<file path="config.mk">
export PLATFORM = sky130hd
export DESIGN_NAME = dfc_tally
export DESIGN_NICKNAME = d
export VERILOG_FILES = /design/src/sv/dfc_pkg.sv /design/src/sv/dfc_tally.sv
export SDC_FILE = /design/constraint.sdc
export NUM_CORES = 1
export LEC_CHECK = 0
export ABC_CLOCK_PERIOD_IN_PS = 3700
export BUFFER_PORTS_ARGS = -buffer_cell sky130_fd_sc_hd__buf_2
export CORE_ASPECT_RATIO = 0.6
export CORE_UTILIZATION = 40
export DETAILED_ROUTE_END_ITERATION = 8
export PLACE_DENSITY = 0.62
export SLEW_MARGIN = 5
export SYNTH_ARGS = -nofsm -noshare
export SYNTH_HDL_FRONTEND = slang
export SYNTH_SLANG_ARGS = --single-unit
</file>
<file path="constraint.sdc">
create_clock -name clock -period 3.7 [get_ports clock]
set_input_delay 0.555 -clock clock [delete_from_list [all_inputs] [get_ports clock]]
set_output_delay 0.555 -clock clock [all_outputs]
set_load 0.05 [all_outputs]
</file>
<file path="src/sv/dfc_pkg.sv">
// Shared types and constants of the decision forest classifier.
// No dependencies; compiled first.
package dfc_pkg;

   localparam int NODE_COUNT_DEF    = 1024;
   localparam int MAX_TREES_DEF     = 64;
   localparam int FEATURE_COUNT_DEF = 64;
   localparam int CLASS_COUNT_DEF   = 16;
   localparam int DEPTH_LIMIT_DEF   = 16;

   localparam int OP_W        = 2;
   localparam int IDX_W       = 10;
   localparam int FEAT_W      = 6;
   localparam int THR_W       = 32;
   localparam int CHILD_W     = 10;
   localparam int CLS_W       = 4;
   localparam int VAL_W       = 32;
   localparam int TREE_CNT_W  = 7;
   localparam int CLASS_MAX_W = 4;
   localparam int CSR_ADDR_W  = 4;
   localparam int CSR_DATA_W  = 8;

   typedef enum logic [OP_W-1:0] {
      OP_WR_NODE  = 2'd0,
      OP_WR_ROOT  = 2'd1,
      OP_WR_FEAT  = 2'd2,
      OP_CLASSIFY = 2'd3
   } op_type;

   localparam logic [CSR_ADDR_W-1:0] CSR_TREE_COUNT = 4'd0;
   localparam logic [CSR_ADDR_W-1:0] CSR_CLASS_MAX  = 4'd1;

   typedef enum logic [2:0] {
      S_IDLE,
      S_ROOT,
      S_ROOTW,
      S_FEAT,
      S_CMP,
      S_SETTLE,
      S_SCAN,
      S_EMIT
   } state_type;

   typedef struct packed {
      logic [FEAT_W-1:0]       feat;
      logic signed [THR_W-1:0] thr;
      logic [CHILD_W-1:0]      lchild;
      logic                    lleaf;
      logic [CLS_W-1:0]        lcls;
      logic [CHILD_W-1:0]      rchild;
      logic                    rleaf;
      logic [CLS_W-1:0]        rcls;
   } node_type;

   typedef struct packed {
      logic node_wr;
      logic root_wr;
      logic feat_wr;
   } wr_cmd_type;

   typedef struct packed {
      logic node_rd;
      logic root_rd;
      logic feat_rd;
   } rd_cmd_type;

   typedef struct packed {
      logic clear;
      logic inc;
      logic scan;
   } tally_cmd_type;

endpackage

</file>
<file path="src/sv/dfc_tally.sv">
// Vote counters: read-modify-write increment, per-class valid bits, argmax scan.
// Depends on dfc_pkg.
module dfc_tally #(
   parameter int CLASS_COUNT = dfc_pkg::CLASS_COUNT_DEF,
   parameter int MAX_TREES   = dfc_pkg::MAX_TREES_DEF,
   localparam int CW = $clog2(CLASS_COUNT),
   localparam int VW = $clog2(MAX_TREES + 1)
) (
   input  logic                   clock,
   input  logic                   reset,
   input  dfc_pkg::tally_cmd_type cmd,
   input  logic [CW-1:0]          cls,
   input  logic [CW-1:0]          top,
   output logic                   done,
   output logic [CW-1:0]          best
);
   import dfc_pkg::*;

   logic [VW-1:0] cnt_mem [CLASS_COUNT];
   logic [CLASS_COUNT-1:0] vld_ff;

   logic [VW-1:0] rd_cnt_ff;
   logic          rd_vld_ff;
   logic          inc_pend_ff;
   logic [CW-1:0] inc_addr_ff;
   logic          scan_on_ff;
   logic [CW-1:0] scan_ff;
   logic          cmp_on_ff;
   logic          cmp_last_ff;
   logic [CW-1:0] cmp_addr_ff;
   logic [CW-1:0] best_ff;
   logic [VW-1:0] bestv_ff;
   logic          done_ff;

   logic          rd_en;
   logic [CW-1:0] rd_addr;
   logic [VW-1:0] entry;
   logic          scan_last;

   assign rd_en     = cmd.inc || scan_on_ff;
   assign rd_addr   = scan_on_ff ? scan_ff : cls;
   assign entry     = rd_vld_ff ? rd_cnt_ff : '0;
   assign scan_last = (scan_ff == top);

   always_ff @(posedge clock) begin
      if (rd_en) begin
         rd_cnt_ff <= cnt_mem[rd_addr];
      end
      if (inc_pend_ff) begin
         cnt_mem[inc_addr_ff] <= entry + VW'(1);
      end
   end

   always_ff @(posedge clock) begin
      if (rd_en) begin
         rd_vld_ff <= vld_ff[rd_addr];
      end
      inc_addr_ff <= cls;
      cmp_addr_ff <= scan_ff;
      if (cmd.scan) begin
         best_ff  <= '0;
         bestv_ff <= '0;
      end else if (cmp_on_ff && (entry > bestv_ff)) begin
         best_ff  <= cmp_addr_ff;
         bestv_ff <= entry;
      end
      if (cmd.scan) begin
         scan_ff <= '0;
      end else if (scan_on_ff) begin
         scan_ff <= scan_ff + CW'(1);
      end
   end

   always_ff @(posedge clock) begin
      if (reset) begin
         vld_ff      <= '0;
         inc_pend_ff <= 1'b0;
         scan_on_ff  <= 1'b0;
         cmp_on_ff   <= 1'b0;
         cmp_last_ff <= 1'b0;
         done_ff     <= 1'b0;
      end else begin
         if (cmd.clear) begin
            vld_ff <= '0;
         end else if (inc_pend_ff) begin
            vld_ff[inc_addr_ff] <= 1'b1;
         end
         inc_pend_ff <= cmd.inc;
         if (cmd.scan) begin
            scan_on_ff <= 1'b1;
         end else if (scan_on_ff && scan_last) begin
            scan_on_ff <= 1'b0;
         end
         cmp_on_ff   <= scan_on_ff;
         cmp_last_ff <= scan_on_ff && scan_last;
         done_ff     <= cmp_on_ff && cmp_last_ff;
      end
   end

   assign done = done_ff;
   assign best = best_ff;

endmodule

</file>
After elaboration in Yosys (flattened, before gate mapping). Memories as Yosys holds them, arrays and structs flattened. A register that Yosys moved wholly into a read port is not among the register bits. Cells that the tools add are included.

Bits in registers: 45. Latch bits: 0. RAM bits: 112. ROM bits: 0. Input port bits: 13. Output and inout port bits: 5. Memories kept: 1.

Add/subtract/negate cells: 2. Multiply operators: 0. Div/mod/pow operators: 0. Magnitude comparators: 4. Eq/ne operators: 1. Shift operators: 0. Mux-type cells: 10. Bitwise operators: 1. Reduce and logical (&&, ||, !) cells: 7.

Memories: cnt_mem (depth 16, width 7, rd ports 1, clocked after memory_dff 1, wr ports 1, line dfc_tally.sv:19) `logic [VW-1:0] cnt_mem [CLASS_COUNT];`.

Operators with widths (number): 16-bit OR (1); 4-bit by 5-bit < comparator with 1-bit output (second input constant) (2); 7-bit by 1-bit adder with 7-bit output (second input constant) (1); 7-bit > comparator (1); 7-bit 2-to-1 mux (1); 1-bit 2-to-1 mux (6); 4-bit by 1-bit adder with 4-bit output (second input constant) (1); 1-bit binary-select mux with 4-bit select (1); 1-bit demux with 4-bit select (1); 4-bit == test (1); 4-bit by 1-bit >= comparator with 1-bit output (second input constant) (1); 1-bit logical AND (4); 4-bit 2-to-1 mux (1); 2-bit nonzero test (1); 2-bit OR reduction (1); 1-bit logical OR (1).

Longest topological paths before layout.
Depth in word-level cells: 5. Depth in mapped cells: 9. Depth with buffers taken out: 7.

Least setup slack after synthesis. Ideal clock, no wire load.

Path type: input port to flip-flop. From: input cls[0]. To: register rd_cnt_ff[3] (read register of cnt_mem) (data pin). Library setup time: 259 ps. Arrival time: 1881 ps. Data required time: 3441 ps. Slack: 1560 ps. Stages: 5. Path buffers: 1. Cells stage by stage: mux2i_2 > buf_2 > mux4_2 > a22oi_1 > nand2_1.

Longest elaborated chain between the ends: 1.

RTL lines: from (decl) (line dfc_tally.sv:12) `input logic [CW-1:0] cls,`; 4-bit 2-to-1 mux (line dfc_tally.sv:41) `assign rd_addr = scan_on_ff ? scan_ff : cls;`; to (decl) (line dfc_tally.sv:22) `logic [VW-1:0] rd_cnt_ff;`.

No other way between the ends. A chain may end at the register's enable or synchronous reset.

Worst setup path after layout.
From: register scan_on_ff. To: register rd_cnt_ff[2] (read register of cnt_mem) (data pin).

Longest elaborated chain between the ends: 1. Elaborated cells between the ends (all ways): 2.

RTL lines: from (decl) (line dfc_tally.sv:26) `logic scan_on_ff;`; from (signal assigned) (line dfc_tally.sv:78) `scan_on_ff <= 1'b0;`; from (signal assigned) (line dfc_tally.sv:90) `scan_on_ff <= 1'b1;`; from (signal assigned) (line dfc_tally.sv:92) `scan_on_ff <= 1'b0;`; 4-bit 2-to-1 mux or 1-bit logical OR (tied branches) (line dfc_tally.sv:41, dfc_tally.sv:40).

Several ways; a longest one is shown, not always the timed one.

==> impl_metrics.csv <==
group,metric,value,unit
outcome,outcome,"complete, no violations",
min_path,worstHoldStart,"cls[3]",
pwr,p_int,3.04,mW
drt,num_vias,3535,
finish,drive_above_1_share,0.220,
sta,setup_viol,0,
yosys,synthesis.area,0.00642,sq mm
drt,wl_per_cell,21.5,um
flow_run,cap_violations,0,
sta,drv_slew,0,
sta,hold_viol,0,
setup_path,r2r_cells,5,
placed_design,port_buffers,17,
drt,firstDrtPassIters,5,
clock_tree,cts_tree,"done",
finish,nets,443,
pwr,leakage,2.49,nW
placed_design,gp_congestion,0.826,
min_path,whs_path_depth,1,
sta,post-route-period-util,0.786,
global_route,grt_max_degree,28,
clock_tree,clock-sinks,164,
yosys,ys_warn_count,0,
yosys,synth.distinct_cells,37,
clock_tree,path_clk_slew,0.06,ns
die,initial_core_util,0.414,
die,core_area,0.0155,sq mm
yosys,synth_top_area_cell,"edfxtp_1",
finish,fin_util,0.473,
global_route,grt_antenna_before_repair,0,
clock_tree,htree_levels,4,
clock_tree,clock_latency,0.42,ns
drt,drt_wl_total,13700,um
sta,period_minus_slack,2.91,ns
sta,clock_skew,0.0105,ns
global_route,grt_pass1_wl,21300,um
sta,whs,0.267,ns
setup_path,crit_required,3.85,ns
yosys,synth_nets,414,
clock_tree,hold_buffers,0,
clock_tree,cts-buffers-inserted,17,
drt,vias_per_cell,5.53,
die,die-area,0.0166,sq mm
yosys,netlist.area_leader.share,0.561,
clock_tree,cts_buffer_depth,2,
sta,rsz0062_at_grt,"no",
drt,drtIter0Drc,328,
global_route,grt_pass1_vias,3539,
yosys,synth.top_cells.by_area,"edfxtp_1, dfxtp_1, mux4_2, a22oi_1, o21a_1",
yosys,synth.most_common_cell,"edfxtp_1",
pwr,p_switching,956,uW
sta,fin_tns_setup,0,ns
pwr,combPwrFrac,0.078,
drt,route.detailed.drc,0,
setup_path,crit_path_start_kind,"flop",
min_path,min_path_type,"in2reg",
yosys,ys_seq_area_frac,0.698,
placed_design,dp_hpwl,9320,um
setup_path,startpoint,"scan_on_ff$_SDFFE_PP0P_",
pwr,clkPwrFrac,0.407,
global_route,grt_usage,0.180,
yosys,postSynthAreaPerCell,16.3,sq um
sta,fmax,344,MHz
pwr,switching_share,0.239,
pwr,pwr-share-seq,0.515,
die,num_rows,35,
die,die_w,166,um
yosys,synth_common_cells,"edfxtp_1, dfxtp_1, mux4_2",
pwr,powerDensity,545,mW/mm^2
global_route,grt.overflow.total,0,
clock_tree,post_cts_buffers,0,
drt,drtAntennaViolNets,0,
finish,fin_area,0.00734,sq mm
sta,worst_pin_slew,1.22,ns
setup_path,path_max_fanout,24,
setup_path,timing.rr.start,"scan_on_ff$_SDFFE_PP0P_",
yosys,syn_inst,394,
die,pin_count,18,
setup_path,cp.arrival,3.06,ns
setup_path,crit_type,"reg2reg",
finish,areaGrowthSynthToFinish,14.2,%
yosys,synthArstFlopShare,0,
yosys,synth-edff-count,120,
finish,antenna_cells,0,
yosys,synth-seq-cells,164,
yosys,ys.flop_type,"edfxtp_1",
clock_tree,cts-resized-gates,0,
setup_path,worst_setup_path_end_kind,"flop",
pwr,max-vdd-ir-drop,315,uV
sta,slew-limit-headroom,0.181,
placed_design,placed_cell_area,0.00678,sq mm
die,dieHeight,100,um
clock_tree,clockRootBuffer,"clkbuf_16",
worst max-delay path: stages, from the launching register on:
cell and delay (ns):
dfxtp_1 0.76, mux2i_4 0.61, buf_4 0.44, mux4_2 0.35, a22oi_1 0.36, nand2_1 0.10
path summary, 6_finish.rpt:
path	endpoint	slack (ns)
max	rd_cnt_ff[2]$_DFFE_PP_	0.79
min	inc_addr_ff[3]$_DFF_P_	0.27
max reg2reg	rd_cnt_ff[2]$_DFFE_PP_	0.79
min reg2reg	done$_SDFF_PP0_	0.42
layout make-up:
cell class / instances / area, sq um
Fill cell: 1340 / 8160
Inverter: 6 / 22.5
Sequential cell: 164 / 4480
Multi-Input combinational cell: 210 / 1880
Clock buffer: 19 / 447
Timing Repair Buffer: 24 / 150
Tap cell: 203 / 254
Clock inverter: 13 / 98.8
placed cells by master, fill, tap and decap left out, drive strengths merged:
cell,n
a21o,1
a21oi,13
a22oi,17
a311o,1
a311oi,1
a41o,1
a41oi,1
and2,8
and3,1
buf,24
clkbuf,19
clkinv,6
dfxtp,44
edfxtp,120
ha,7
inv,13
mux2,2
mux2i,5
mux4,32
nand2,15
nand2b,5
nand3,17
nand3b,3
nand4,2
nor2,25
nor2b,4
nor3,4
o21a,16
o21ai,11
o31ai,1
or2,1
or3b,1
or4,2
xnor2,10
xor2,3
power by group through the flow:
| stage | logic, mW | registers (mW) | clock network, mW |
|---|---|---|---|
| 2_1_floorplan | 0.221 | 2.08 | 0 |
| 3_3_place_gp | 0.304 | 2.09 | 0 |
| 3_5_place_dp | 0.309 | 2.10 | 0 |
| 4_1_cts | 0.310 | 2.06 | 1.64 |
| 5_1_grt | 0.340 | 2.06 | 1.73 |
| 6_report | 0.312 | 2.06 | 1.63 |
routing by layer:
metal | wire length (um) | global-route usage
met5 | 0 | 0
met4 | 84 | 0.0496
met3 | 1180 | 0.0647
met2 | 5780 | 0.255
met1 | 6680 | 0.262
stage by stage:
| stage | total power, mW | cells | setup WS [ns] |
|---|---|---|---|
| 2_1_floorplan | 2.30 | 394 | 1.56 |
| 4_1_cts | 4.01 | 639 | 0.778 |
| 5_1_grt | 4.13 | 639 | 0.663 |
| 3_3_place_gp | 2.40 | 607 | 0.843 |
| 6_report | 4.00 | 639 | 0.792 |
| 3_5_place_dp | 2.40 | 607 | 0.786 |
cell families (layout without fill, tap and decap cells):
kind of cell | Yosys count | after routing | synth area share
compound gates | 63 | 63 | 0.0654
xor+xnor | 13 | 13 | 0.0177
fa+ha+maj | 7 | 7 | 0.0136
buf+inv | 20 | 62 | 0.0138
flops | 164 | 164 | 0.698
mux | 39 | 39 | 0.124
simple gates | 88 | 88 | 0.0674
flip-flops by register name (all words and copies together), names as in the netlist, 4 cells and up:
signal,count
scan_ff,4
rd_cnt_ff,7
best,4
bestv_ff,7
cmp_addr_ff,4
inc_addr_ff,4
cnt_mem,112
vld_ff,16
Power figures use the tool's default switching activity.
