==> config.mk <==
export PLATFORM = sky130hd
export DESIGN_NAME = dfc_ctrl_flat
export DESIGN_NICKNAME = d
export VERILOG_FILES = /design/src/sv/dfc_pkg.sv /design/src/sv/dfc_if.sv /design/src/sv/dfc_ctrl.sv /design/src/flat_wrapper.sv
export SDC_FILE = /design/constraint.sdc
export NUM_CORES = 1
export LEC_CHECK = 0
export ABC_AREA = 1
export BUFFER_PORTS_ARGS = -buffer_cell sky130_fd_sc_hd__buf_2
export CAP_MARGIN = 20
export CORE_AREA = 2 2 114 116
export CTS_CLUSTER_SIZE = 30
export DETAILED_ROUTE_END_ITERATION = 8
export DIE_AREA = 0 0 116 118
export SLEW_MARGIN = 10
export SYNTH_ARGS = -nofsm -noshare
export SYNTH_HDL_FRONTEND = slang
export SYNTH_SLANG_ARGS = --single-unit
==> constraint.sdc <==
create_clock -name clock -period 2.7 [get_ports clock]
set_input_delay 0.27 -clock clock [delete_from_list [all_inputs] [get_ports clock]]
set_output_delay 0.27 -clock clock [all_outputs]
set_load 0.02 [all_outputs]
==> src/sv/dfc_pkg.sv <==
// Shared types and constants of the decision forest classifier.
// No dependencies; compiled first.
package dfc_pkg;

   localparam int NODE_COUNT_DEF    = 1024;
   localparam int MAX_TREES_DEF     = 64;
   localparam int FEATURE_COUNT_DEF = 64;
   localparam int CLASS_COUNT_DEF   = 16;
   localparam int DEPTH_LIMIT_DEF   = 16;

   localparam int OP_W        = 2;
   localparam int IDX_W       = 10;
   localparam int FEAT_W      = 6;
   localparam int THR_W       = 32;
   localparam int CHILD_W     = 10;
   localparam int CLS_W       = 4;
   localparam int VAL_W       = 32;
   localparam int TREE_CNT_W  = 7;
   localparam int CLASS_MAX_W = 4;
   localparam int CSR_ADDR_W  = 4;
   localparam int CSR_DATA_W  = 8;

   typedef enum logic [OP_W-1:0] {
      OP_WR_NODE  = 2'd0,
      OP_WR_ROOT  = 2'd1,
      OP_WR_FEAT  = 2'd2,
      OP_CLASSIFY = 2'd3
   } op_type;

   localparam logic [CSR_ADDR_W-1:0] CSR_TREE_COUNT = 4'd0;
   localparam logic [CSR_ADDR_W-1:0] CSR_CLASS_MAX  = 4'd1;

   typedef enum logic [2:0] {
      S_IDLE,
      S_ROOT,
      S_ROOTW,
      S_FEAT,
      S_CMP,
      S_SETTLE,
      S_SCAN,
      S_EMIT
   } state_type;

   typedef struct packed {
      logic [FEAT_W-1:0]       feat;
      logic signed [THR_W-1:0] thr;
      logic [CHILD_W-1:0]      lchild;
      logic                    lleaf;
      logic [CLS_W-1:0]        lcls;
      logic [CHILD_W-1:0]      rchild;
      logic                    rleaf;
      logic [CLS_W-1:0]        rcls;
   } node_type;

   typedef struct packed {
      logic node_wr;
      logic root_wr;
      logic feat_wr;
   } wr_cmd_type;

   typedef struct packed {
      logic node_rd;
      logic root_rd;
      logic feat_rd;
   } rd_cmd_type;

   typedef struct packed {
      logic clear;
      logic inc;
      logic scan;
   } tally_cmd_type;

endpackage

==> src/sv/dfc_if.sv <==
// Handshake channels of the classifier: request, response and register write.
// Depends on dfc_pkg.
interface dfc_req_if;
   import dfc_pkg::*;
   logic                    valid;
   logic                    ready;
   op_type                  operation;
   logic [IDX_W-1:0]        index;
   logic [FEAT_W-1:0]       node_feature;
   logic signed [THR_W-1:0] node_threshold;
   logic [CHILD_W-1:0]      left_child;
   logic                    left_is_leaf;
   logic [CLS_W-1:0]        left_class;
   logic [CHILD_W-1:0]      right_child;
   logic                    right_is_leaf;
   logic [CLS_W-1:0]        right_class;
   logic signed [VAL_W-1:0] feature_value;

   modport source (
      output valid, operation, index, node_feature, node_threshold, left_child,
             left_is_leaf, left_class, right_child, right_is_leaf, right_class,
             feature_value,
      input  ready
   );
   modport sink (
      input  valid, operation, index, node_feature, node_threshold, left_child,
             left_is_leaf, left_class, right_child, right_is_leaf, right_class,
             feature_value,
      output ready
   );
endinterface

interface dfc_rsp_if;
   import dfc_pkg::*;
   logic             valid;
   logic             ready;
   logic [CLS_W-1:0] predicted_class;
   logic             path_too_deep;

   modport source (output valid, predicted_class, path_too_deep, input ready);
   modport sink   (input valid, predicted_class, path_too_deep, output ready);
endinterface

interface dfc_csr_if;
   import dfc_pkg::*;
   logic                  valid;
   logic                  ready;
   logic [CSR_ADDR_W-1:0] index;
   logic [CSR_DATA_W-1:0] data;

   modport source (output valid, index, data, input ready);
   modport sink   (input valid, index, data, output ready);
endinterface

==> src/sv/dfc_ctrl.sv <==
// Sequencer of the classifier: register file, tree walk with the shared
// threshold comparator, depth count and the response register. Depends on dfc_pkg.
module dfc_ctrl #(
   parameter int NODE_COUNT    = dfc_pkg::NODE_COUNT_DEF,
   parameter int MAX_TREES     = dfc_pkg::MAX_TREES_DEF,
   parameter int FEATURE_COUNT = dfc_pkg::FEATURE_COUNT_DEF,
   parameter int CLASS_COUNT   = dfc_pkg::CLASS_COUNT_DEF,
   parameter int DEPTH_LIMIT   = dfc_pkg::DEPTH_LIMIT_DEF,
   localparam int NW  = (NODE_COUNT > 1) ? $clog2(NODE_COUNT) : 1,
   localparam int TW  = (MAX_TREES > 1) ? $clog2(MAX_TREES) : 1,
   localparam int FW  = (FEATURE_COUNT > 1) ? $clog2(FEATURE_COUNT) : 1,
   localparam int CW  = $clog2(CLASS_COUNT)
) (
   input  logic                        clock,
   input  logic                        reset,
   dfc_csr_if.sink                     csr_chan,
   dfc_req_if.sink                     req_chan,
   dfc_rsp_if.source                   rsp_chan,
   output dfc_pkg::wr_cmd_type         wr_cmd,
   output dfc_pkg::rd_cmd_type         rd_cmd,
   output logic [NW-1:0]               node_addr,
   output logic [TW-1:0]               root_addr,
   output logic [FW-1:0]               feat_addr,
   input  dfc_pkg::node_type           node_q,
   input  logic [dfc_pkg::CHILD_W-1:0] root_q,
   input  logic [dfc_pkg::VAL_W-1:0]   feat_q,
   output dfc_pkg::tally_cmd_type      tally_cmd,
   output logic [CW-1:0]               tally_cls,
   output logic [CW-1:0]               tally_top,
   input  logic                        tally_done,
   input  logic [CW-1:0]               tally_best
);
   import dfc_pkg::*;

   localparam int TNW = $clog2(MAX_TREES + 1);
   localparam int DW  = $clog2(DEPTH_LIMIT + 1);

   state_type              state_ff, state_in;
   logic [TREE_CNT_W-1:0]  tree_count_ff;
   logic [CLASS_MAX_W-1:0] class_max_ff;
   logic [TNW-1:0]         tree_ff;
   logic [DW-1:0]          depth_ff;
   logic                   noor_ff;
   logic                   foor_ff;
   logic                   deep_ff;
   logic                   rsp_valid_ff;
   logic [CLS_W-1:0]       rsp_class_ff;
   logic                   rsp_deep_ff;

   logic                    req_acc;
   logic                    start;
   node_type                node_eff;
   logic signed [VAL_W-1:0] fval;
   logic                    go_left;
   logic                    leaf;
   logic [CLS_W-1:0]        cls;
   logic [CHILD_W-1:0]      child;
   logic [CHILD_W-1:0]      node_sel;
   logic [DW-1:0]           depth_nxt;
   logic                    depth_hit;
   logic                    end_tree;
   logic [TNW-1:0]          tree_nxt;
   logic                    more_trees;
   logic                    cls_ok;
   logic                    emit_go;

   assign req_acc  = req_chan.valid && req_chan.ready;
   assign start    = req_acc && (req_chan.operation == OP_CLASSIFY);

   // shared comparator: one node test per visit
   assign node_eff = noor_ff ? '0 : node_q;
   assign fval     = foor_ff ? '0 : $signed(feat_q);
   assign go_left  = fval < node_eff.thr;
   assign leaf     = go_left ? node_eff.lleaf : node_eff.rleaf;
   assign cls      = go_left ? node_eff.lcls : node_eff.rcls;
   assign child    = go_left ? node_eff.lchild : node_eff.rchild;

   assign node_sel   = (state_ff == S_ROOTW) ? root_q : child;
   assign depth_nxt  = depth_ff + DW'(1);
   assign depth_hit  = (32'(depth_nxt) == DEPTH_LIMIT);
   assign end_tree   = leaf || depth_hit;
   assign tree_nxt   = tree_ff + TNW'(1);
   assign more_trees = (32'(tree_nxt) < 32'(tree_count_ff)) && (32'(tree_nxt) < MAX_TREES);
   assign tally_top  = (32'(class_max_ff) > CLASS_COUNT - 1) ? CW'(CLASS_COUNT - 1)
                                                             : CW'(class_max_ff);
   assign cls_ok     = 32'(cls) <= 32'(tally_top);
   assign tally_cls  = CW'(cls);
   assign emit_go    = !rsp_valid_ff || rsp_chan.ready;

   assign node_addr  = NW'(node_sel);
   assign root_addr  = tree_ff[TW-1:0];
   assign feat_addr  = FW'(node_eff.feat);

   always_comb begin
      state_in = state_ff;
      case (state_ff)
         S_IDLE: begin
            if (start) begin
               state_in = (tree_count_ff == '0) ? S_SETTLE : S_ROOT;
            end
         end
         S_ROOT:  state_in = S_ROOTW;
         S_ROOTW: state_in = S_FEAT;
         S_FEAT:  state_in = S_CMP;
         S_CMP: begin
            if (!end_tree) begin
               state_in = S_FEAT;
            end else if (more_trees) begin
               state_in = S_ROOT;
            end else begin
               state_in = S_SETTLE;
            end
         end
         S_SETTLE: state_in = S_SCAN;
         S_SCAN: begin
            if (tally_done) begin
               state_in = S_EMIT;
            end
         end
         S_EMIT: begin
            if (emit_go) begin
               state_in = S_IDLE;
            end
         end
         default: state_in = S_IDLE;
      endcase
   end

   always_comb begin
      req_chan.ready  = (state_ff == S_IDLE);
      wr_cmd.node_wr  = req_acc && (req_chan.operation == OP_WR_NODE)
                        && (32'(req_chan.index) < NODE_COUNT);
      wr_cmd.root_wr  = req_acc && (req_chan.operation == OP_WR_ROOT)
                        && (32'(req_chan.index) < MAX_TREES);
      wr_cmd.feat_wr  = req_acc && (req_chan.operation == OP_WR_FEAT)
                        && (32'(req_chan.index) < FEATURE_COUNT);
      rd_cmd.root_rd  = (state_ff == S_ROOT);
      rd_cmd.node_rd  = (state_ff == S_ROOTW) || ((state_ff == S_CMP) && !end_tree);
      rd_cmd.feat_rd  = (state_ff == S_FEAT);
      tally_cmd.clear = start;
      tally_cmd.inc   = (state_ff == S_CMP) && leaf && cls_ok;
      tally_cmd.scan  = (state_ff == S_SETTLE);
   end

   always_ff @(posedge clock) begin
      if (start) begin
         tree_ff <= '0;
      end else if ((state_ff == S_CMP) && end_tree) begin
         tree_ff <= tree_nxt;
      end
      if (state_ff == S_ROOTW) begin
         depth_ff <= '0;
      end else if (state_ff == S_CMP) begin
         depth_ff <= depth_nxt;
      end
      if (rd_cmd.node_rd) begin
         noor_ff <= (32'(node_sel) >= NODE_COUNT);
      end
      if (rd_cmd.feat_rd) begin
         foor_ff <= (32'(node_eff.feat) >= FEATURE_COUNT);
      end
      if (start) begin
         deep_ff <= 1'b0;
      end else if ((state_ff == S_CMP) && !leaf && depth_hit) begin
         deep_ff <= 1'b1;
      end
      if ((state_ff == S_EMIT) && emit_go) begin
         rsp_class_ff <= CLS_W'(tally_best);
         rsp_deep_ff  <= deep_ff;
      end
   end

   always_ff @(posedge clock) begin
      if (reset) begin
         state_ff      <= S_IDLE;
         tree_count_ff <= TREE_CNT_W'(1);
         class_max_ff  <= CLASS_MAX_W'(1);
         rsp_valid_ff  <= 1'b0;
      end else begin
         state_ff <= state_in;
         if (csr_chan.valid) begin
            case (csr_chan.index)
               CSR_TREE_COUNT: tree_count_ff <= csr_chan.data[TREE_CNT_W-1:0];
               CSR_CLASS_MAX:  class_max_ff  <= csr_chan.data[CLASS_MAX_W-1:0];
               default: ;
            endcase
         end
         if ((state_ff == S_EMIT) && emit_go) begin
            rsp_valid_ff <= 1'b1;
         end else if (rsp_chan.ready) begin
            rsp_valid_ff <= 1'b0;
         end
      end
   end

   assign csr_chan.ready          = 1'b1;
   assign rsp_chan.valid          = rsp_valid_ff;
   assign rsp_chan.predicted_class = rsp_class_ff;
   assign rsp_chan.path_too_deep  = rsp_deep_ff;

endmodule

==> src/flat_wrapper.sv <==
// flat-port wrapper written by rule: the top's interface ports become plain ports
module dfc_ctrl_flat import dfc_pkg::*;
#(
   parameter int NODE_COUNT    = dfc_pkg::NODE_COUNT_DEF,
   parameter int MAX_TREES     = dfc_pkg::MAX_TREES_DEF,
   parameter int FEATURE_COUNT = dfc_pkg::FEATURE_COUNT_DEF,
   parameter int CLASS_COUNT   = dfc_pkg::CLASS_COUNT_DEF,
   parameter int DEPTH_LIMIT   = dfc_pkg::DEPTH_LIMIT_DEF,
   localparam int NW  = (NODE_COUNT > 1) ? $clog2(NODE_COUNT) : 1,
   localparam int TW  = (MAX_TREES > 1) ? $clog2(MAX_TREES) : 1,
   localparam int FW  = (FEATURE_COUNT > 1) ? $clog2(FEATURE_COUNT) : 1,
   localparam int CW  = $clog2(CLASS_COUNT)
)
  (clock, reset, wr_cmd, rd_cmd, node_addr, root_addr, feat_addr, node_q, root_q, feat_q, tally_cmd, tally_cls, tally_top, tally_done, tally_best, csr_chan_valid, csr_chan_index, csr_chan_data, csr_chan_ready, req_chan_valid, req_chan_operation, req_chan_index, req_chan_node_feature, req_chan_node_threshold, req_chan_left_child, req_chan_left_is_leaf, req_chan_left_class, req_chan_right_child, req_chan_right_is_leaf, req_chan_right_class, req_chan_feature_value, req_chan_ready, rsp_chan_valid, rsp_chan_predicted_class, rsp_chan_path_too_deep, rsp_chan_ready);
  dfc_csr_if csr_chan_i ();
  dfc_req_if req_chan_i ();
  dfc_rsp_if rsp_chan_i ();
  input  logic clock;
  input  logic reset;
  output dfc_pkg::wr_cmd_type wr_cmd;
  output dfc_pkg::rd_cmd_type rd_cmd;
  output logic [NW-1:0] node_addr;
  output logic [TW-1:0] root_addr;
  output logic [FW-1:0] feat_addr;
  input  dfc_pkg::node_type node_q;
  input  logic [dfc_pkg::CHILD_W-1:0] root_q;
  input  logic [dfc_pkg::VAL_W-1:0] feat_q;
  output dfc_pkg::tally_cmd_type tally_cmd;
  output logic [CW-1:0] tally_cls;
  output logic [CW-1:0] tally_top;
  input  logic tally_done;
  input  logic [CW-1:0] tally_best;
  input wire logic [$bits(csr_chan_i.valid)-1:0] csr_chan_valid;
  input wire logic [$bits(csr_chan_i.index)-1:0] csr_chan_index;
  input wire logic [$bits(csr_chan_i.data)-1:0] csr_chan_data;
  output wire logic [$bits(csr_chan_i.ready)-1:0] csr_chan_ready;
  input wire logic [$bits(req_chan_i.valid)-1:0] req_chan_valid;
  input wire logic [$bits(req_chan_i.operation)-1:0] req_chan_operation;
  input wire logic [$bits(req_chan_i.index)-1:0] req_chan_index;
  input wire logic [$bits(req_chan_i.node_feature)-1:0] req_chan_node_feature;
  input wire logic [$bits(req_chan_i.node_threshold)-1:0] req_chan_node_threshold;
  input wire logic [$bits(req_chan_i.left_child)-1:0] req_chan_left_child;
  input wire logic [$bits(req_chan_i.left_is_leaf)-1:0] req_chan_left_is_leaf;
  input wire logic [$bits(req_chan_i.left_class)-1:0] req_chan_left_class;
  input wire logic [$bits(req_chan_i.right_child)-1:0] req_chan_right_child;
  input wire logic [$bits(req_chan_i.right_is_leaf)-1:0] req_chan_right_is_leaf;
  input wire logic [$bits(req_chan_i.right_class)-1:0] req_chan_right_class;
  input wire logic [$bits(req_chan_i.feature_value)-1:0] req_chan_feature_value;
  output wire logic [$bits(req_chan_i.ready)-1:0] req_chan_ready;
  output wire logic [$bits(rsp_chan_i.valid)-1:0] rsp_chan_valid;
  output wire logic [$bits(rsp_chan_i.predicted_class)-1:0] rsp_chan_predicted_class;
  output wire logic [$bits(rsp_chan_i.path_too_deep)-1:0] rsp_chan_path_too_deep;
  input wire logic [$bits(rsp_chan_i.ready)-1:0] rsp_chan_ready;
  assign csr_chan_i.valid = csr_chan_valid;
  assign csr_chan_i.index = csr_chan_index;
  assign csr_chan_i.data = csr_chan_data;
  assign csr_chan_ready = csr_chan_i.ready;
  assign req_chan_i.valid = req_chan_valid;
  assign req_chan_i.operation = req_chan_operation;
  assign req_chan_i.index = req_chan_index;
  assign req_chan_i.node_feature = req_chan_node_feature;
  assign req_chan_i.node_threshold = req_chan_node_threshold;
  assign req_chan_i.left_child = req_chan_left_child;
  assign req_chan_i.left_is_leaf = req_chan_left_is_leaf;
  assign req_chan_i.left_class = req_chan_left_class;
  assign req_chan_i.right_child = req_chan_right_child;
  assign req_chan_i.right_is_leaf = req_chan_right_is_leaf;
  assign req_chan_i.right_class = req_chan_right_class;
  assign req_chan_i.feature_value = req_chan_feature_value;
  assign req_chan_ready = req_chan_i.ready;
  assign rsp_chan_valid = rsp_chan_i.valid;
  assign rsp_chan_predicted_class = rsp_chan_i.predicted_class;
  assign rsp_chan_path_too_deep = rsp_chan_i.path_too_deep;
  assign rsp_chan_i.ready = rsp_chan_ready;
  dfc_ctrl #(.NODE_COUNT(NODE_COUNT), .MAX_TREES(MAX_TREES), .FEATURE_COUNT(FEATURE_COUNT), .CLASS_COUNT(CLASS_COUNT), .DEPTH_LIMIT(DEPTH_LIMIT)) u_core (.clock(clock), .reset(reset), .csr_chan(csr_chan_i), .req_chan(req_chan_i), .rsp_chan(rsp_chan_i), .wr_cmd(wr_cmd), .rd_cmd(rd_cmd), .node_addr(node_addr), .root_addr(root_addr), .feat_addr(feat_addr), .node_q(node_q), .root_q(root_q), .feat_q(feat_q), .tally_cmd(tally_cmd), .tally_cls(tally_cls), .tally_top(tally_top), .tally_done(tally_done), .tally_best(tally_best));
endmodule
# After elaboration in Yosys (flattened, before gate mapping)
# Cells that the tools add are included.
dict set report totals {
  regBits 33
  in_bits 244
}
dict set report classes {
  n_addsub 2
  n_lt_le_gt_ge 5
  n_reduce_logical 29
  n_eq_ne 15
  mux 13
}
# cell n
set ops {}
lappend ops {{32-bit < comparator} 1}
lappend ops {{3-bit case mux with 8 select lines} 1}
lappend ops {{10-bit two-way mux} 2}
lappend ops {{3-bit two-way mux} 6}
lappend ops {{1-bit logical AND} 15}
lappend ops {{3-bit == test, second input constant} 4}
lappend ops {{10-bit by 7-bit < comparator with 1-bit output, second input constant} 1}
lappend ops {{7-bit by 1-bit adder with 7-bit output, second input constant} 1}
lappend ops {{7-bit zero test} 1}
lappend ops {{7-bit < comparator} 1}
lappend ops {{7-bit < comparator, second input constant} 1}
lappend ops {{3-bit by 2-bit == test with 1-bit output, second input constant} 2}
lappend ops {{5-bit by 1-bit adder with 5-bit output, second input constant} 1}
lappend ops {{5-bit == test, second input constant} 1}
lappend ops {{2-bit == test, second input constant} 2}
lappend ops {{4-bit by 1-bit == test with 1-bit output, second input constant} 1}
lappend ops {{4-bit <= comparator} 1}
lappend ops {{4-bit zero test} 1}
lappend ops {{4-bit two-way mux} 1}
lappend ops {{2-bit != test, second input constant} 2}
lappend ops {{2-bit AND reduction} 2}
lappend ops {{3-bit by 1-bit == test with 1-bit output, second input constant} 1}
lappend ops {{1-bit zero test} 3}
lappend ops {{3-bit zero test} 1}
lappend ops {{7 further kinds} 11}

# Logic depth before layout (Yosys ltp)
# Gate-level depths: netlist of the first run.
dict set report logic_depth {
  ltp_word 6
  depth_mapped 23
  depth_no_buf 22
}

# Worst setup path after synthesis of the first run
# No wires, ideal clock.
dict set report synth_timing {
  path_type {input to output}
  startpoint {input port node_q[51] (netlist name)}
  endpoint {output port tally_cmd[1] (netlist name)}
  stages 19
  path_buffers 1
  path_slack_ns -0.161
  arrival_ns 2.591
  cell_sequence {inv_1 -> ha_1 -> a21oi_1 -> nor2_1 -> nor2_1 -> nand3_1 -> a21oi_2 -> nand2_1 -> nand2_1 -> nand2_4 -> buf_4 -> nand2_1 -> nand2_1 -> ha_1 -> inv_1 -> nor2_1 -> o21bai_1 -> a22oi_1 -> nor2_1}
}
# item line_no
set synth_rtl {}
lappend synth_rtl {{from (decl)} flat_wrapper.sv:25} ;# input dfc_pkg::node_type node_q;
lappend synth_rtl {{to (decl)} flat_wrapper.sv:28} ;# output dfc_pkg::tally_cmd_type tally_cmd;

==> impl_metrics.csv, run 1 <==
group,metric,value,unit
yosys,synth_flop_cell,"dfxtp_1",
die,die_w,116,um
clock_tree,clk_latency,0.27,ns
finish,layout_common_cells,"buf_2, inv_1, nand2_1",
grt,grt_overflow_total,0,
die,die_area,13690,um2
grt,met3_usage,0.02626,
grt,antenna_found_initial,1,
drt,routedWlPerCell,11.60,um
critical_path,cp_max_fo,5,
finish,synthToLayoutAreaGrowth,57.68,%
run_status,violations,"negative setup slack",
drt,routed_wl,9199,um
yosys,synth_edf_count,5,
yosys,yosys.area.top_type_share,0.1866,
clock_tree,clk_path_buf_depth,2,
critical_path,crit_arrival,2.53,ns
critical_path,path_cells,"buf_2 -> inv_1 -> ha_1 -> a21oi_1 -> o21a_1 -> nand2_1 -> a21oi_4 -> buf_6 -> nand3_4 -> nand2_8 -> or2_4 -> o21ai_4 -> ha_4 -> nor2_4 -> o21bai_4 -> a22oi_2 -> nor2_2 -> buf_6",
sta,drv_slew,0,
yosys,ys.warnings.count,0,
yosys,avgSynthCellArea,6.721,um2
grt,grtUsageMet1,0.1487,
critical_path,critPathKind,"input pin to output pin",
critical_path,crit_path_start_kind,"input pin",
sta,setup_ws,-0.1010,ns
finish,layout_commonest_cell,"buf_2",
sta,final.period_utilization,1.037,
sta,clock_skew,0.003679,ns
sta,hold_viol_final,0,
place,portBuffers,170,
critical_path,cp_slowest_cell,"ha_1",
drt,num_vias,3387,
die,die_h,118,um
grt,grt_pass1_wl,14020,um
drt,via_per_inst,4.271,
clock_tree,path_clk_slew,0.05,ns
place,dp_cells,779,
place,dp_hpwl,7451,um
clock_tree,htreeDepth,2,
yosys,async_reset_ff_frac,0,
finish,layoutNonFillerInstCount,793,
clock_tree,cts_num_sinks,33,
place,place.gp.congestion,0.7963,
clock_tree,cts-root-buf,"clkbuf_16",
grt,grt_usage,0.1260,
sta,fin_crit,2.801,ns
sta,whs,0.1743,ns
die,start_util,0.2420,
power_and_ir_drop,p_leak,2.401,nW
yosys,syn_inst,447,
drt,drc_errors,0,
yosys,synth_fp_nets,735,
yosys,ys_seq_area_frac,0.2366,
drt,dr.first_iter.drc_count,81,
yosys,synthTopCellsByArea,"dfxtp_1, ha_1, inv_1",
grt,first_global_vias,3200,
yosys,synth_top_cell_by_area,"dfxtp_1",
critical_path,worst_setup_path_end_kind,"output pin",
yosys,synth_cell_type_count,37,
clock_tree,cts_buffers,5,
grt,grt.busiest_layer,"met2",
power_and_ir_drop,peakVddDrop,0.3370,mV
clock_tree,cts_tree,"done",
job,timing.max_cap.violations,0,
drt,first_pass_iters,4,
sta,rsz0062_at_grt,"true",
die,coreArea,12410,um2
run_status,status,"finished with violations",
drt,ant_nets,0,
power_and_ir_drop,pwr_density_cell,628.9,nW/um2
die,fp-row-count,41,
critical_path,required,2.43,ns
yosys,ys_seq_elements,33,
clock_tree,holdBufCountCts,0,
sta,clock.fmax,357.0,MHz
critical_path,cpMostUsedCell,"buf_6",
die,ioPinCount,291,
grt,grtUsageMet2,0.2281,
hold_path,hp-class,"input pin to flop",
critical_path,worst_path_largest_cell_delay,0.29,ns
sta,setup_viol,1,
grt,grt_max_degree,14,
finish,drive_gt1_frac,0.4468,
yosys,netlist_area,3004,um2
finish,final_nets,907,
[state kept, by name, indices dropped and copies added, names as in the netlist]
register and cells:
u_core.tree_count_ff 7, u_core.state_ff 3, u_core.depth_ff 5, u_core.rsp_chan.path_too_deep 1, u_core.deep_ff 1, u_core.rsp_chan.predicted_class 4, u_core.tree_ff 7, u_core.rsp_chan.valid 1
u_core.tally_top 4
[kinds of logic after synthesis]
kind of cell,after synthesis,share of synthesized area
buffers and inverters,106,0.1524
AO/OA/AOI/OAI,87,0.1537
AND/OR/NAND/NOR,167,0.2466
adder cells (fa/ha/maj),44,0.1833
XOR/XNOR,9,0.02624
flip-flops,33,0.2366
other,1,0.001248
[Yosys cell counts, drive strengths merged, types with 5 or more instances]
cell type and n:
inv 85, nand2 80, nor2 50, ha 44
o21ai 44, a21oi 37, dfxtp 28, buf 17
nand3 17, nor3 8, xor2 8, edfxtp 5
nor4 5
[final timing paths]
path                     startpoint                            endpoint  slack (ns)  cells after the start
hold reg to reg      u_core.deep_ff       u_core.rsp_chan.path_too_deep        0.44                      0
setup / recovery         node_q[59]                        tally_cmd[1]       -0.10                     18
hold / removal        tally_best[2]  u_core.rsp_chan.predicted_class[2]        0.17                      1
setup reg to reg  u_core.tree_ff[0]                  u_core.state_ff[2]        0.45                     14
[power breakdown]
part	internal (mW)	switching, mW	total [mW]
clock	0.390	0.202	0.592
combinational	0.661	0.978	1.64
sequential	0.625	0.122	0.747
total	1.68	1.30	2.98
[per-layer routing]
metal | part of all wire | up-vias
li1 | - | 1774
met2 | 0.50 | 101
met4 | 0.022 | 0
met3 | 0.053 | 16
met1 | 0.43 | 1496
met5 | 0 | -
[stage by stage]
| stage | setup WS [ns] | total power [mW] | setup TNS, ns | instance area (um2) | utilization |
|---|---|---|---|---|---|
| detailed placement | -0.3143 | 2.221 | -0.3143 | 4023 | 0.3240 |
| global route | -0.2371 | 3.237 | -0.2880 | 4737 | 0.3816 |
| finish | -0.1010 | 2.979 | -0.1010 | 4737 | 0.3816 |
| floorplan | 0.01328 | 1.824 | 0 | 3017 | - |
| CTS | -0.1467 | 2.886 | -0.1467 | 4425 | 0.3565 |
| global placement | -0.3083 | 2.213 | -0.3083 | 4023 | 0.3240 |
[final cells by class]
class                           instances  area (um2)
Clock inverter                          1       5.005
Inverter                               86       325.3
Sequential cell                        33       710.7
Tap cell                              172       215.2
Antenna cell                            1       2.502
Fill cell                            1361        7677
Timing Repair Buffer                  185        1006
Multi-Input combinational cell        308        2320
Clock buffer                            7       152.6
[critical path: cells and delay by family]
family	cells	cell delay (ns)
compound gates	6	0.78
fa+ha+maj	2	0.45
buf+inv	4	0.40
simple gates	6	0.61
[timing repair]
item | CTS | global route
pin swaps | 35 | 40
hold endpoints to repair | 0 | 0
resized for setup | 39 | 65
endpoints found under the setup margin | 1 | 8
buffers inserted | 5 | 1
Power figures use the tool's default switching activity.
==> run 2: changes to the inputs <==
REMOVE_ABC_BUFFERS = 1   (was unset)
==> run 2 against run 1 <==
Against the previous run: the run still ends with negative setup slack left; register-to-register slack hardly changed; count of clock-buffer cells in the layout is 1 lower; sequential cell count stayed put; largest cell class unchanged; critical path depth is 2 higher; sequential share of layout area hardly changed; core utilization is 0.10 points higher; global-route usage is 1.4 points higher; via count is 2.5% higher; setup slack better by 0.013 ns; first-iteration DRC count is 7.4% lower.
==> impl_metrics.csv, run 2 (synthesis results as in run 1) <==
group,metric,value,unit
finish,drive_gt1_frac,0.4453,
power_and_ir_drop,switching_share,0.4414,
power_and_ir_drop,power.total,2.927,mW
drt,ant_nets,0,
run_status,violations,"negative setup slack",
critical_path,r2r_end,"u_core.state_ff[2]",
sta,clock.fmax,358.7,MHz
sta,hold_viol_final,0,
die,coreArea,12410,um2
sta,fin_crit,2.788,ns
sta,drv_slew,0,
sta,setup_ws,-0.08771,ns
die,die_area,13690,um2
drt,num_vias,3473,
critical_path,rr_startpoint,"u_core.tree_ff[0]",
grt,grt_pass1_wl,15280,um
power_and_ir_drop,peakVddDrop,0.3313,mV
critical_path,reg2reg_slack,0.46,ns
clock_tree,htreeDepth,2,
power_and_ir_drop,pwr_density_cell,616.2,nW/um2
drt,drc_errors,0,
critical_path,crit_arrival,2.52,ns
die,start_util,0.2420,
grt,grt.busiest_layer,"met2",
grt,first_global_vias,3406,
grt,grtUsageMet2,0.2310,
place,dp_slack,-0.1635,ns
drt,routed_wl,9933,um
power_and_ir_drop,p_int,1.635,mW
power_and_ir_drop,p_comb_frac,0.562,
clock_tree,clk_path_buf_depth,2,
place,dp_hpwl,7929,um
clock_tree,cts_num_sinks,33,
critical_path,required,2.43,ns
power_and_ir_drop,seq_power_share,0.255,
sta,final.period_utilization,1.032,
hold_path,hp-class,"input pin to flop",
sta,rsz0062_at_grt,"true",
critical_path,reg2reg_depth,14,
die,die_w,116,um
place,portBuffers,170,
critical_path,crit_path_start_kind,"input pin",
drt,first_pass_iters,4,
grt,grt_usage,0.1401,
finish,layout_commonest_cell,"buf_2",
critical_path,critPathCapture,"tally_cmd[1]",
clock_tree,cts_tree,"done",
clock_tree,clk_latency,0.28,ns
hold_path,min-delay-start,"tally_best[2]",
finish,final_nets,919,
place,dp_cells,784,
place,place.gp.congestion,0.8699,
finish,layoutNonFillerInstCount,806,
power_and_ir_drop,p_sw,1.292,mW
grt,grt_overflow_total,0,
power_and_ir_drop,p_leak,2.433,nW
clock_tree,cts-root-buf,"clkbuf_16",
critical_path,worst_setup_path_end_kind,"output pin",
drt,routedWlPerCell,12.32,um
die,die_h,118,um
drt,dr.first_iter.drc_count,75,
die,ioPinCount,291,
grt,grt_max_degree,15,
grt,antenna_found_initial,5,
finish,final_util,0.3826,
critical_path,crit_start,"node_q[51]",
run_status,status,"finished with violations",
finish,reg_top3,"u_core.tree_count_ff (7), u_core.tree_ff (7), u_core.depth_ff (5)",
drt,via_per_inst,4.309,
die,fp-row-count,41,
grt,met3_usage,0.05252,
sta,clock_skew,0.009714,ns
grt,grtUsageMet1,0.1704,
critical_path,critPathKind,"input pin to output pin",
finish,layout_common_cells,"buf_2, inv_1, nand2_1",
sta,whs,0.1646,ns
sta,setup_viol,1,
critical_path,cp_max_fo,5,
power_and_ir_drop,p_clk_frac,0.184,
finish,synthToLayoutAreaGrowth,58.10,%
clock_tree,path_clk_slew,0.06,ns
job,timing.max_cap.violations,0,
clock_tree,cts_buffers,5,
run 2: cell types whose count changed in the layout (fill, tap and decap cells not counted), sizes merged:
cell	before	now
buf	185	197
clkbuf	7	6
diode	1	3
run 2: critical path: stages:
cell	delay, ns
buf_6	0.10
inv_4	0.05
ha_4	0.20
a21oi_2	0.13
nor2_1	0.06
nor2_1	0.11
nand3_2	0.11
a21oi_4	0.21
nand2_4	0.10
nand2_4	0.10
nand2_8	0.08
nand2_2	0.07
nand2_2	0.07
ha_4	0.28
inv_4	0.03
nor2_2	0.09
o21bai_1	0.08
a22oi_1	0.15
nor2_1	0.07
buf_4	0.16
run 2: how the worst min path moves through the flow:
stage	to	slack, ns	cells after the start
detailed placement	u_core.rsp_chan.path_too_deep	0.43	0
floorplan	u_core.state_ff[1]	0.33	1
global route	u_core.rsp_chan.predicted_class[1]	0.15	1
CTS	u_core.rsp_chan.predicted_class[1]	0.16	1
global placement	u_core.rsp_chan.path_too_deep	0.43	0
finish	u_core.rsp_chan.predicted_class[2]	0.16	1
run 2: repair_timing:
item,in CTS,in global routing
hold buffers,0,0
pin swaps,40,30
endpoints found under the setup margin,1,2
gates resized for setup,41,50
buffers inserted,8,4
run 2: metal layers:
layer | share of wire | vias up
li1 | - | 1799
met1 | 0.45 | 1530
met2 | 0.45 | 113
met3 | 0.073 | 25
met4 | 0.024 | 6
met5 | 0.0041 | -
run 2: cell type report:
| cell class | instances | area, um2 |
|---|---|---|
| Fill cell | 1336 | 7665 |
| Clock inverter | 1 | 5.005 |
| Timing Repair Buffer | 197 | 1066 |
| Clock buffer | 6 | 128.9 |
| Inverter | 86 | 327.8 |
| Sequential cell | 33 | 710.7 |
| Multi-Input combinational cell | 308 | 2288 |
| Tap cell | 172 | 215.2 |
| Antenna cell | 3 | 7.507 |
run 2: metrics by stage:
step	cell area (um2)	TNS, ns
floorplan	2869	-0.05012
global placement	4048	-0.1899
detailed placement	4048	-0.1635
CTS	4463	-0.03594
global route	4745	-0.3577
finish	4750	-0.08771
run 2: power by group through the flow:
stage / Combinational (mW) / Sequential (mW) / Clock [mW]
after global placement: 1.46 / 0.752 / 0
after CTS: 1.56 / 0.746 / 0.545
after floorplan: 0.936 / 0.791 / 0
after global routing: 1.88 / 0.768 / 0.570
after detailed placement: 1.47 / 0.754 / 0
final: 1.64 / 0.745 / 0.537
